===== src/rtl/core/ppfi_pkg.sv =====
`timescale 1ns / 1ps

package ppfi_pkg;

  // Configuration register indexes
  localparam int unsigned CFG_IDX_W  = 3;
  localparam int unsigned CFG_DATA_W = 32;

  localparam logic [CFG_IDX_W-1:0] REG_DROP         = 3'd0;
  localparam logic [CFG_IDX_W-1:0] REG_DUP          = 3'd1;
  localparam logic [CFG_IDX_W-1:0] REG_REORDER      = 3'd2;
  localparam logic [CFG_IDX_W-1:0] REG_CORRUPT      = 3'd3;
  localparam logic [CFG_IDX_W-1:0] REG_DELAY        = 3'd4;
  localparam logic [CFG_IDX_W-1:0] REG_DELAY_MILLIS = 3'd5;

  localparam int unsigned NUM_INTERVALS = 5;

  // Field widths
  localparam int unsigned INTERVAL_W = 32;
  localparam int unsigned DELAY_W    = 16;
  localparam int unsigned TAIL_W     = 8;

  localparam logic [DELAY_W-1:0] MAX_DELAY_MILLIS   = 16'd60000;
  localparam logic [DELAY_W-1:0] DELAY_MILLIS_RESET = 16'd1;
  localparam logic [TAIL_W-1:0]  TAIL_FLIP          = 8'h01;

  // Input action and result kind codes
  localparam logic ACTION_PROCESS = 1'b0;
  localparam logic ACTION_FLUSH   = 1'b1;
  localparam logic KIND_PACKET    = 1'b0;
  localparam logic KIND_DROP      = 1'b1;

  // Sequencer states
  typedef enum logic [2:0] {
    ST_IDLE = 3'b001,
    ST_CALC = 3'b010,
    ST_OUT  = 3'b100
  } state_e;

endpackage


===== src/rtl/core/periodic_packet_fault_injector.sv =====
// A packet word runs, after acceptance, the five interval checks as serial remainder
//   steps on the single shared restoring remainder unit, one bit a cycle; its first
//   result is registered after the last step. No new word is accepted until the word
//   is finished and its output, if any, is taken.
// A flush word releases the held packet, if any, in the cycle after acceptance.
// Reset (async, active low) empties the held slot and output, intervals to 0, delay to 1 ms.
`timescale 1ns / 1ps

module periodic_packet_fault_injector
  import ppfi_pkg::*;
#(
  parameter int unsigned HANDLE_BITS = 16,
  parameter int unsigned SEQ_BITS    = 32
) (
  input  logic                   clk_i,
  input  logic                   rst_ni,
  // configuration
  input  logic                   cfg_we_i,
  input  logic [CFG_IDX_W-1:0]   cfg_idx_i,
  input  logic [CFG_DATA_W-1:0]  cfg_wdata_i,
  // input channel
  input  logic                   in_valid_i,
  output logic                   in_stall_o,
  input  logic                   action_i,
  input  logic [SEQ_BITS-1:0]    seq_num_i,
  input  logic [HANDLE_BITS-1:0] pkt_handle_i,
  input  logic [TAIL_W-1:0]      tail_byte_i,
  input  logic                   nonempty_i,
  // output channel
  output logic                   out_valid_o,
  input  logic                   out_stall_i,
  output logic                   kind_o,
  output logic [HANDLE_BITS-1:0] out_handle_o,
  output logic [TAIL_W-1:0]      out_tail_byte_o,
  output logic                   out_nonempty_o,
  output logic                   dup_flag_o,
  output logic                   corrupt_flag_o,
  output logic [DELAY_W-1:0]     delay_out_o,
  output logic                   reorder_mark_o,
  output logic                   last_o
);

  localparam int unsigned CNT_W = $clog2(SEQ_BITS);
  localparam int unsigned IDX_W = $clog2(NUM_INTERVALS);

  // Configuration registers
  logic [INTERVAL_W-1:0] ival_q [NUM_INTERVALS];
  logic [DELAY_W-1:0]    dly_millis_q;

  always_ff @(posedge clk_i or negedge rst_ni) begin
    if (!rst_ni) begin
      for (int i = 0; i < NUM_INTERVALS; i++) begin
        ival_q[i] <= '0;
      end
      dly_millis_q <= DELAY_MILLIS_RESET;
    end else if (cfg_we_i) begin
      if (cfg_idx_i == REG_DELAY_MILLIS) begin
        dly_millis_q <= cfg_wdata_i[DELAY_W-1:0];
      end else if (cfg_idx_i < REG_DELAY_MILLIS) begin
        ival_q[cfg_idx_i[IDX_W-1:0]] <= cfg_wdata_i[INTERVAL_W-1:0];
      end
    end
  end

  // Control state
  state_e                   state_q, state_d;
  logic [IDX_W-1:0]         idx_q, idx_d;
  logic [CNT_W-1:0]         cnt_q, cnt_d;
  logic [NUM_INTERVALS-1:0] hit_q, hit_d;
  logic                     held_valid_q, held_valid_d;
  logic                     second_q, second_d;
  logic                     ov_q, ov_d;

  // Payload registers
  logic [SEQ_BITS-1:0]    seq_q, seq_d;
  logic [SEQ_BITS-1:0]    sh_q, sh_d;
  logic [INTERVAL_W-1:0]  rem_q, rem_d;
  logic [HANDLE_BITS-1:0] hnd_q, hnd_d;
  logic [TAIL_W-1:0]      tail_q, tail_d;
  logic                   ne_q, ne_d;

  logic [HANDLE_BITS-1:0] h_handle_q, h_handle_d;
  logic [TAIL_W-1:0]      h_tail_q, h_tail_d;
  logic                   h_ne_q, h_ne_d;
  logic                   h_dup_q, h_dup_d;
  logic                   h_cor_q, h_cor_d;
  logic [DELAY_W-1:0]     h_delay_q, h_delay_d;

  logic                   okind_q, okind_d;
  logic [HANDLE_BITS-1:0] ohnd_q, ohnd_d;
  logic [TAIL_W-1:0]      otail_q, otail_d;
  logic                   one_q, one_d;
  logic                   odup_q, odup_d;
  logic                   ocor_q, ocor_d;
  logic [DELAY_W-1:0]     odelay_q, odelay_d;
  logic                   omark_q, omark_d;
  logic                   olast_q, olast_d;

  // Shared remainder unit: one restoring step per cycle
  logic [INTERVAL_W-1:0] ival;
  logic [INTERVAL_W:0]   rem_sh;
  logic [INTERVAL_W:0]   rem_sub;
  logic [INTERVAL_W-1:0] rem_step;
  logic                  hit_now;

  assign ival     = ival_q[idx_q];
  assign rem_sh   = {rem_q, sh_q[SEQ_BITS-1]};
  assign rem_sub  = rem_sh - {1'b0, ival};
  assign rem_step = (rem_sh >= {1'b0, ival}) ? rem_sub[INTERVAL_W-1:0]
                                              : rem_sh[INTERVAL_W-1:0];
  assign hit_now  = (ival != '0) && (rem_step == '0);

  logic in_acc, out_acc, last_step;
  assign in_acc    = in_valid_i && !in_stall_o;
  assign out_acc   = ov_q && !out_stall_i;
  assign last_step = (cnt_q == CNT_W'(SEQ_BITS - 1));

  // Packet result after all checks
  logic [NUM_INTERVALS-1:0] hits_all;
  logic [TAIL_W-1:0]        c_tail;
  logic [DELAY_W-1:0]       c_delay;
  logic [DELAY_W-1:0]       delay_sat;

  always_comb begin
    hits_all = hit_q;
    hits_all[IDX_W'(REG_DELAY)] = hit_now;
    delay_sat = (dly_millis_q > MAX_DELAY_MILLIS) ? MAX_DELAY_MILLIS : dly_millis_q;
    if (!ne_q) begin
      c_tail = '0;
    end else if (hits_all[IDX_W'(REG_CORRUPT)]) begin
      c_tail = tail_q ^ TAIL_FLIP;
    end else begin
      c_tail = tail_q;
    end
    c_delay = hits_all[IDX_W'(REG_DELAY)] ? delay_sat : '0;
  end

  // Sequencer
  always_comb begin
    state_d      = state_q;
    idx_d        = idx_q;
    cnt_d        = cnt_q;
    hit_d        = hit_q;
    held_valid_d = held_valid_q;
    second_d     = second_q;
    ov_d         = ov_q;
    seq_d        = seq_q;
    sh_d         = sh_q;
    rem_d        = rem_q;
    hnd_d        = hnd_q;
    tail_d       = tail_q;
    ne_d         = ne_q;
    h_handle_d   = h_handle_q;
    h_tail_d     = h_tail_q;
    h_ne_d       = h_ne_q;
    h_dup_d      = h_dup_q;
    h_cor_d      = h_cor_q;
    h_delay_d    = h_delay_q;
    okind_d      = okind_q;
    ohnd_d       = ohnd_q;
    otail_d      = otail_q;
    one_d        = one_q;
    odup_d       = odup_q;
    ocor_d       = ocor_q;
    odelay_d     = odelay_q;
    omark_d      = omark_q;
    olast_d      = olast_q;

    unique case (state_q)
      ST_IDLE: begin
        if (in_acc) begin
          if (action_i == ACTION_FLUSH) begin
            // release the held packet, if any
            if (held_valid_q) begin
              okind_d      = KIND_PACKET;
              ohnd_d       = h_handle_q;
              otail_d      = h_tail_q;
              one_d        = h_ne_q;
              odup_d       = h_dup_q;
              ocor_d       = h_cor_q;
              odelay_d     = h_delay_q;
              omark_d      = 1'b0;
              olast_d      = 1'b1;
              ov_d         = 1'b1;
              second_d     = 1'b0;
              held_valid_d = 1'b0;
              state_d      = ST_OUT;
            end
          end else begin
            seq_d   = seq_num_i;
            sh_d    = seq_num_i;
            rem_d   = '0;
            hnd_d   = pkt_handle_i;
            tail_d  = tail_byte_i;
            ne_d    = nonempty_i;
            idx_d   = '0;
            cnt_d   = '0;
            state_d = ST_CALC;
          end
        end
      end

      ST_CALC: begin
        sh_d  = {sh_q[SEQ_BITS-2:0], 1'b0};
        rem_d = rem_step;
        cnt_d = cnt_q + 1'b1;
        if (last_step) begin
          hit_d[idx_q] = hit_now;
          sh_d  = seq_q;
          rem_d = '0;
          cnt_d = '0;
          idx_d = idx_q + 1'b1;
          if (idx_q == IDX_W'(REG_DELAY)) begin
            state_d  = ST_IDLE;
            second_d = 1'b0;
            okind_d  = KIND_PACKET;
            ohnd_d   = hnd_q;
            otail_d  = c_tail;
            one_d    = ne_q;
            odup_d   = hits_all[IDX_W'(REG_DUP)];
            ocor_d   = hits_all[IDX_W'(REG_CORRUPT)];
            odelay_d = c_delay;
            omark_d  = 1'b0;
            olast_d  = 1'b1;
            priority if (hits_all[IDX_W'(REG_DROP)]) begin
              // drop notice, held packet untouched
              okind_d  = KIND_DROP;
              otail_d  = '0;
              one_d    = 1'b0;
              odup_d   = 1'b0;
              ocor_d   = 1'b0;
              odelay_d = '0;
              ov_d     = 1'b1;
              state_d  = ST_OUT;
            end else if (held_valid_q) begin
              // current first, then the held one
              omark_d  = 1'b1;
              olast_d  = 1'b0;
              second_d = 1'b1;
              ov_d     = 1'b1;
              state_d  = ST_OUT;
            end else if (hits_all[IDX_W'(REG_REORDER)]) begin
              held_valid_d = 1'b1;
              h_handle_d   = hnd_q;
              h_tail_d     = c_tail;
              h_ne_d       = ne_q;
              h_dup_d      = hits_all[IDX_W'(REG_DUP)];
              h_cor_d      = hits_all[IDX_W'(REG_CORRUPT)];
              h_delay_d    = c_delay;
            end else begin
              ov_d    = 1'b1;
              state_d = ST_OUT;
            end
          end
        end
      end

      ST_OUT: begin
        if (out_acc) begin
          if (second_q) begin
            okind_d      = KIND_PACKET;
            ohnd_d       = h_handle_q;
            otail_d      = h_tail_q;
            one_d        = h_ne_q;
            odup_d       = h_dup_q;
            ocor_d       = h_cor_q;
            odelay_d     = h_delay_q;
            omark_d      = 1'b0;
            olast_d      = 1'b1;
            second_d     = 1'b0;
            held_valid_d = 1'b0;
          end else begin
            ov_d    = 1'b0;
            state_d = ST_IDLE;
          end
        end
      end

      default: begin
        state_d = ST_IDLE;
        ov_d    = 1'b0;
      end
    endcase
  end

  // Control registers
  always_ff @(posedge clk_i or negedge rst_ni) begin
    if (!rst_ni) begin
      state_q      <= ST_IDLE;
      idx_q        <= '0;
      cnt_q        <= '0;
      hit_q        <= '0;
      held_valid_q <= 1'b0;
      second_q     <= 1'b0;
      ov_q         <= 1'b0;
    end else begin
      state_q      <= state_d;
      idx_q        <= idx_d;
      cnt_q        <= cnt_d;
      hit_q        <= hit_d;
      held_valid_q <= held_valid_d;
      second_q     <= second_d;
      ov_q         <= ov_d;
    end
  end

  // Payload registers
  always_ff @(posedge clk_i) begin
    seq_q      <= seq_d;
    sh_q       <= sh_d;
    rem_q      <= rem_d;
    hnd_q      <= hnd_d;
    tail_q     <= tail_d;
    ne_q       <= ne_d;
    h_handle_q <= h_handle_d;
    h_tail_q   <= h_tail_d;
    h_ne_q     <= h_ne_d;
    h_dup_q    <= h_dup_d;
    h_cor_q    <= h_cor_d;
    h_delay_q  <= h_delay_d;
    okind_q    <= okind_d;
    ohnd_q     <= ohnd_d;
    otail_q    <= otail_d;
    one_q      <= one_d;
    odup_q     <= odup_d;
    ocor_q     <= ocor_d;
    odelay_q   <= odelay_d;
    omark_q    <= omark_d;
    olast_q    <= olast_d;
  end

  // Ports
  assign in_stall_o      = (state_q != ST_IDLE);
  assign out_valid_o     = ov_q;
  assign kind_o          = okind_q;
  assign out_handle_o    = ohnd_q;
  assign out_tail_byte_o = otail_q;
  assign out_nonempty_o  = one_q;
  assign dup_flag_o      = odup_q;
  assign corrupt_flag_o  = ocor_q;
  assign delay_out_o     = odelay_q;
  assign reorder_mark_o  = omark_q;
  assign last_o          = olast_q;

`ifndef ASSERT_OFF
  // a reorder release always has the held packet behind it
  a_mark_has_held: assert property (@(posedge clk_i) disable iff (!rst_ni)
    out_valid_o && reorder_mark_o |-> held_valid_q && !last_o)
    else $error("reorder mark without held packet");

  // the held packet follows the first word of a release
  a_second_follows: assert property (@(posedge clk_i) disable iff (!rst_ni)
    out_valid_o && !out_stall_i && reorder_mark_o |=>
      out_valid_o && last_o && !reorder_mark_o && !held_valid_q)
    else $error("held packet not released after reorder mark");

  // drop notice carries the handle but no other packet attributes
  a_drop_clean: assert property (@(posedge clk_i) disable iff (!rst_ni)
    out_valid_o && kind_o == KIND_DROP |->
      last_o && !reorder_mark_o && delay_out_o == '0 && !corrupt_flag_o)
    else $error("malformed drop notice");

  // delay never exceeds the ceiling
  a_delay_cap: assert property (@(posedge clk_i) disable iff (!rst_ni)
    out_valid_o |-> delay_out_o <= MAX_DELAY_MILLIS)
    else $error("delay above ceiling");
`endif

endmodule

===== config.mk =====
export PLATFORM = sky130hd
export DESIGN_NAME = periodic_packet_fault_injector
export DESIGN_NICKNAME = d
export VERILOG_FILES = /design/src/rtl/core/ppfi_pkg.sv /design/src/rtl/core/periodic_packet_fault_injector.sv
export SDC_FILE = /design/constraint.sdc
export NUM_CORES = 1
export LEC_CHECK = 0
export BUFFER_PORTS_ARGS = -buffer_cell sky130_fd_sc_hd__buf_2
export CAP_MARGIN = 30
export CORE_MARGIN = 3
export CORE_UTILIZATION = 50
export CTS_CLUSTER_DIAMETER = 200
export DETAILED_ROUTE_END_ITERATION = 10
export PLACE_DENSITY = 0.73
export SLEW_MARGIN = 20
export SYNTH_ARGS = -nofsm -noshare
export SYNTH_HDL_FRONTEND = slang
export SYNTH_SLANG_ARGS = --single-unit

===== constraint.sdc =====
create_clock -name clk_i -period 7.9 [get_ports clk_i]
set_input_delay 1.58 -clock clk_i [delete_from_list [all_inputs] [get_ports clk_i]]
set_output_delay 1.58 -clock clk_i [all_outputs]
set_load 0.01 [all_outputs]

; ---- After elaboration in Yosys (flattened, before gate mapping)
; Index checks and enable logic that the tools add are counted.
[totals]
regBits = 405
input_bits = 98
[op_classes]
n_addsub = 3
muxes = 136
n_lt_le_gt_ge = 8
reduce_logical = 23
n_eq_ne = 19
bitwise = 7
[ops]
columns = cell, n
row1 = $mux 32, 10
row2 = $mux 16, 17
row3 = $bwmux 160, 1
row4 = $pmux 32 s2, 2
row5 = $bmux 32 s3, 1
row6 = $demux 32 s3, 1
row7 = $pmux 16 s3, 2
row8 = $mux 8, 9
row9 = $mux 1, 62
row10 = $mux 3, 13
row11 = $ge 33x32->1, 1
row12 = $logic_not 32->1, 1
row13 = $reduce_bool 32->1, 1
row14 = $sub 32x32->32, 1
row15 = $pmux 1 s3, 9
row16 = $pmux 8 s3, 1
row17 = $reduce_and 8->1, 3
row18 = $ne 2x2->1 const B, 10
row19 = $gt 16x16->1 const B, 1
row20 = $mux 5, 3
row21 = $reduce_and 6->1, 2
row22 = $pmux 5 s2, 1
row23 = $eq 3x3->1 const B, 3
row24 = $pmux 3 s3, 1
row25 = 26 further kinds, 40

; ---- Depth between registers and ports, before layout
[logic_depth]
word_depth = 13
depth_mapped = 21
mapped_depth_nobuf = 16

; ---- Worst setup path before layout
; No wires, ideal clock.
[synth_timing]
path_kind = in2reg
from = input port action_i
to = register ocor_q, in the netlist corrupt_flag_o (enable)
path_stages = 6
arrival_time_ns = 5.219
setup_time_ns = 0.506
setup_slack_ns = 2.175
path_cell_list = inv_1 > nor2_1 > nand3_1 > a21oi_1 > nor2_1 > nor3_1
[synth_via]
elab_chain_len = 2
[synth_lines]
columns = element, line
row1 = start: declaration, periodic_packet_fault_injector.sv:24  ; input logic action_i,
row2 = $ne 2x2->1 (no line), --
row3 = $reduce_and 8->1 (no line), --
row4 = end signal: assignment, periodic_packet_fault_injector.sv:326  ; ocor_q <= ocor_d;
row5 = end: declaration, periodic_packet_fault_injector.sv:94  ; logic ocor_q, ocor_d;
; No other way between the ends.
; A chain may end at the register's enable or synchronous reset.

; ---- Worst setup path in the final report
[layout_timing]
from = register idx_q[2]
to = register odelay_q[13], in the netlist delay_out_o[13] (data pin)
[layout_via]
elab_chain_len = 13
elab_cells_between_ends = 15
classes_between = 1 x add/sub / 1 x order compare / 9 x mux / 1 x bitwise / 3 x reduce/logical
[layout_lines]
columns = element, line
row1 = start: declaration, periodic_packet_fault_injector.sv:67  ; logic [IDX_W-1:0] idx_q, idx_d;
row2 = start signal: assignment, periodic_packet_fault_injector.sv:298  ; idx_q <= idx_d;
row3 = $not 3->4 (not written as such) (*), periodic_packet_fault_injector.sv:106  ; assign ival = ival_q[idx_q];
row4 = $bmux 32 s3 (*), periodic_packet_fault_injector.sv:106
row5 = $mux 32 (not written as such) (*) (2 in a row), periodic_packet_fault_injector.sv:106
row6 = $sub 32x32->32 or $ge 33x32->1 (tied branches), "periodic_packet_fault_injector.sv:108, periodic_packet_fault_injector.sv:109"
row7 = $mux 32, periodic_packet_fault_injector.sv:109  ; assign rem_step = (rem_sh >= {1'b0, ival}) ? rem_sub[INTERVAL_W-1:0]
row8 = $logic_not 32->1, periodic_packet_fault_injector.sv:111  ; assign hit_now = (ival != '0) && (rem_step == '0);
row9 = $logic_and 1x1->1 (*), periodic_packet_fault_injector.sv:111
row10 = $mux 16 (*), periodic_packet_fault_injector.sv:135  ; c_delay = hits_all[IDX_W'(REG_DELAY)] ? delay_sat : '0;
row11 = $mux 16 (*), periodic_packet_fault_injector.sv:225  ; priority if (hits_all[IDX_W'(REG_DROP)]) begin
row12 = $mux 16 (*), periodic_packet_fault_injector.sv:213  ; if (idx_q == IDX_W'(REG_DELAY)) begin
row13 = $mux 16 (*), periodic_packet_fault_injector.sv:207  ; if (last_step) begin
row14 = $pmux 16 s3 (*), periodic_packet_fault_injector.sv:169  ; unique case (state_q)
row15 = named net odelay_d[13], periodic_packet_fault_injector.sv:95  ; logic [DELAY_W-1:0] odelay_q, odelay_d;
row16 = end signal: assignment, periodic_packet_fault_injector.sv:327  ; odelay_q <= odelay_d;
row17 = end: declaration, periodic_packet_fault_injector.sv:95
; Mark *: on every way through the listed nets, which the timed path passes. The rest lies on a longest branch. The select of a mux whose other input is x is not followed.

==> impl_metrics.env <==
export IMPL_status="complete, no violations"
export IMPL_start_kind="flop"
export IMPL_worst_path_stages=14
export IMPL_slew_headroom_pct=39.4
export IMPL_htree_levels=2
export IMPL_maxSlewViolCount=0
export IMPL_worst_pin_slew_ns=0.908
export IMPL_root_buffer="clkbuf_16"
export IMPL_detail_route_vias_per_cell=5.95
export IMPL_synth_cell_types=82
export IMPL_drive_gt1_share_pct=26.7
export IMPL_final_nets=1897
export IMPL_die_x_um=205
export IMPL_drc_errors=0
export IMPL_clkTransAtPathRegs_ns=0.06
export IMPL_crit_fanout=36
export IMPL_hold_class="reg -> reg"
export IMPL_cp_arrival_ns=6.85
export IMPL_peakVddDrop_mv=0.214
export IMPL_p_sw_mw=2.62
export IMPL_ctsResizeCount=0
export IMPL_tns_ns=0
export IMPL_fin_crit_ns=6.48
export IMPL_r2r_slack_ns=1.42
export IMPL_grt_max_degree=94
export IMPL_postCtsHoldBufs=0
export IMPL_gp_congestion=0.917
export IMPL_port_buffer_count=145
export IMPL_rows=72
export IMPL_synth_area_leader_cell="edfxtp_1"
export IMPL_cts_buffer_depth=3
export IMPL_pin_count=146
export IMPL_synth_area_um2=19800
export IMPL_diodes=0
export IMPL_comb_power_share_pct=33.0
export IMPL_worstSetupPathType="reg -> reg"
export IMPL_yosysWarnings=0
export IMPL_fin_skew_ns=0.0248
export IMPL_dr_first_iter_drc_count=1168
export IMPL_yosys_most_used_dff="edfxtp_1"
export IMPL_internal_power_mw=4.73
export IMPL_synth_edf_count=210
export IMPL_clkPwrFrac_pct=26.9
export IMPL_setup_viol=0
export IMPL_critical_path_top_delay_family="simple AND/OR/NAND/NOR gates"
export IMPL_syn_inst=1648
export IMPL_cts_sinks=404
export IMPL_crit_buf_inv=0
export IMPL_cp_required_ns=8.27
export IMPL_rsz0062_at_grt="no"
export IMPL_seq_power_share_pct=40.1
export IMPL_hold_violations=0
export IMPL_worstReg2RegEnd="delay_out_o[13]$_DFFE_PP_"
export IMPL_post_cts_buffers=0
export IMPL_swShare_pct=35.6
export IMPL_final_util_pct=57.7
export IMPL_grt_pass1_vias=13467
export IMPL_whs_path_depth=0
export IMPL_gr_usage_all_layers_pct=23.7
export IMPL_core_um2=38900
export IMPL_netlist_area_leader_share_pct=31.8
export IMPL_fmax_mhz=154
export IMPL_path_cells="nor2b_2, a21oi_1, o22a_1, ha_1, nand4_1, nor4_1, a31oi_1, o221ai_1, or2_1, mux2i_1, and4_1, nand4_1, nand4b_4, o31ai_2"
export IMPL_fin_crit_sh_pct=82.1
export IMPL_worstRegToRegCells=14
export IMPL_cp_end_kind="flop"
export IMPL_cp_slowest_cell="nor2b_2"
export IMPL_synth_area_per_cell_um2=12.0
export IMPL_synthTopCellsByCount="edfxtp_1 (210), nand2_1 (198), mux2_2 (194)"
export IMPL_vias=13753
export IMPL_ys_ff_latch=404
export IMPL_wire_per_inst_um=21.6
export IMPL_reg2reg_from="idx_q[2]$_DFFE_PN0P_"
export IMPL_dieArea_um2=42000
export IMPL_tritoncts="yes"
export IMPL_startpoint="idx_q[2]$_DFFE_PN0P_"
export IMPL_wl_um=50100
export IMPL_clk_latency_ns=0.57
export IMPL_grt_pass1_wl_um=78100
export IMPL_cpPeakStageDelay_ns=0.81
export IMPL_dr_pass1_iters=5
export IMPL_fin_cells=2312
export IMPL_drtAntennaViolNets=0
export IMPL_cap_violations=0
export IMPL_area_delta_synth_final_pct=13.4
export IMPL_ys_seq_area_share_pct=56.4
export IMPL_syn_nets=1783
export IMPL_hold_slack_ns=0.446
export IMPL_synth_most_common_cell="edfxtp_1"
export IMPL_dp_hpwl_um=34700
export IMPL_fin_area_um2=22500
export IMPL_placement_cell_area_um2=21100
export IMPL_initial_core_util_pct=50.9
export IMPL_synthArstFlopShare_pct=48.0
export IMPL_p_leak_nw=8.84
export IMPL_dp_cells=2233
export IMPL_antenna_found_initial=1
export IMPL_endpoint="delay_out_o[13]$_DFFE_PP_"
export IMPL_die_h_um=205
export IMPL_overflow=0
export IMPL_synthTopCellsByArea="edfxtp_1 (32%), dfrtp_1 (24%), mux2_2 (11%), nand2_1 (3.8%), mux2i_1 (3.5%)"
export IMPL_powerDensity_nw_per_um2=327
export IMPL_cpMostUsedCell="nand4_1"
export IMPL_cts_made_buffers=43
per-layer routing:
layer	global-route usage (%)	vias up	part of all wire, %
met1	34.1	6859	45
met4	7.88	2	3.1
li1	-	6358	-
met5	0	-	0.026
met2	37.3	457	46
met3	3.40	77	5.8
through the flow:
step	setup WS [ns]	power, mW
finish	1.42	7.35
global route	0.934	7.75
CTS	1.47	7.36
detailed placement	1.50	5.36
global placement	1.62	5.34
floorplan	2.18	4.61
worst register-to-register path, delay by kind of cell (launching register included):
family                     cells  cell delay, ns
adders and majority gates      1            0.39
AOI/OAI and AO/OA              5            1.68
muxes                          1            0.29
and+or+nand+nor                7            3.27
DFF                            1            0.65
cells by family (layout without fill, tap and decap cells):
group	Yosys count	count (layout)	synth area share, %
and+or+nand+nor	480	480	11.9
adders and majority gates	37	37	2.38
AOI/OAI and AO/OA	320	320	10.9
muxes	267	267	15.0
DFF	404	404	56.4
xor gates and xnor gates	19	19	0.840
buffers and inverters	121	267	2.58
final cells by class:
type / instances / area, um2
clock inverter: 22 / 203
tap: 518 / 648
sequential: 404 / 11200
fill: 3186 / 16500
multi-input combinational: 1123 / 8230
clock buffer: 55 / 1170
inverter: 19 / 71.3
timing repair buffer: 171 / 970
sequential cells by signal, indices dropped and copies added (netlist names), 16 cells and up:
register and flops:
seq_q 32, dly_millis_q 16, delay_out_o 16, sh_q 32, h_handle_q 16, rem_q 32, ival_q 160, hnd_q 16
h_delay_q 16, out_handle_o 16
power by group through the flow:
stage	logic (mW)	clock network (mW)	registers [mW]
global route	2.65	2.11	2.99
finish	2.42	1.98	2.95
CTS	2.39	2.02	2.94
detailed placement	2.38	0	2.98
floorplan	1.70	0	2.91
global placement	2.37	0	2.97
worst min path at each step:
stage	start	to	slack [ns]
finish	hnd_q[9]$_DFFE_PP_	h_handle_q[9]$_DFFE_PP_	0.45
floorplan	hnd_q[0]$_DFFE_PP_	h_handle_q[0]$_DFFE_PP_	0.43
global route	hnd_q[11]$_DFFE_PP_	h_handle_q[11]$_DFFE_PP_	0.46
global placement	hnd_q[14]$_DFFE_PP_	h_handle_q[14]$_DFFE_PP_	0.43
detailed placement	hnd_q[9]$_DFFE_PP_	h_handle_q[9]$_DFFE_PP_	0.43
CTS	hnd_q[9]$_DFFE_PP_	h_handle_q[9]$_DFFE_PP_	0.45
cell usage in the layout, fill, tap and decap left out, types with 32 or more instances in the layout:
master | synthesis | routed
edfxtp_1 | 210 | 210
nand2_1 | 198 | 198
mux2_2 | 194 | 194
dfrtp_1 | 192 | 189
buf_2 | 21 | 144
a21oi_1 | 85 | 85
nor2_1 | 80 | 77
o21ai_0 | 75 | 75
mux2i_1 | 69 | 69
clkbuf_16 | 0 | 44
ha_1 | 36 | 35
nand3_1 | 32 | 32
Note: power is estimated with default switching activity, not from simulation.
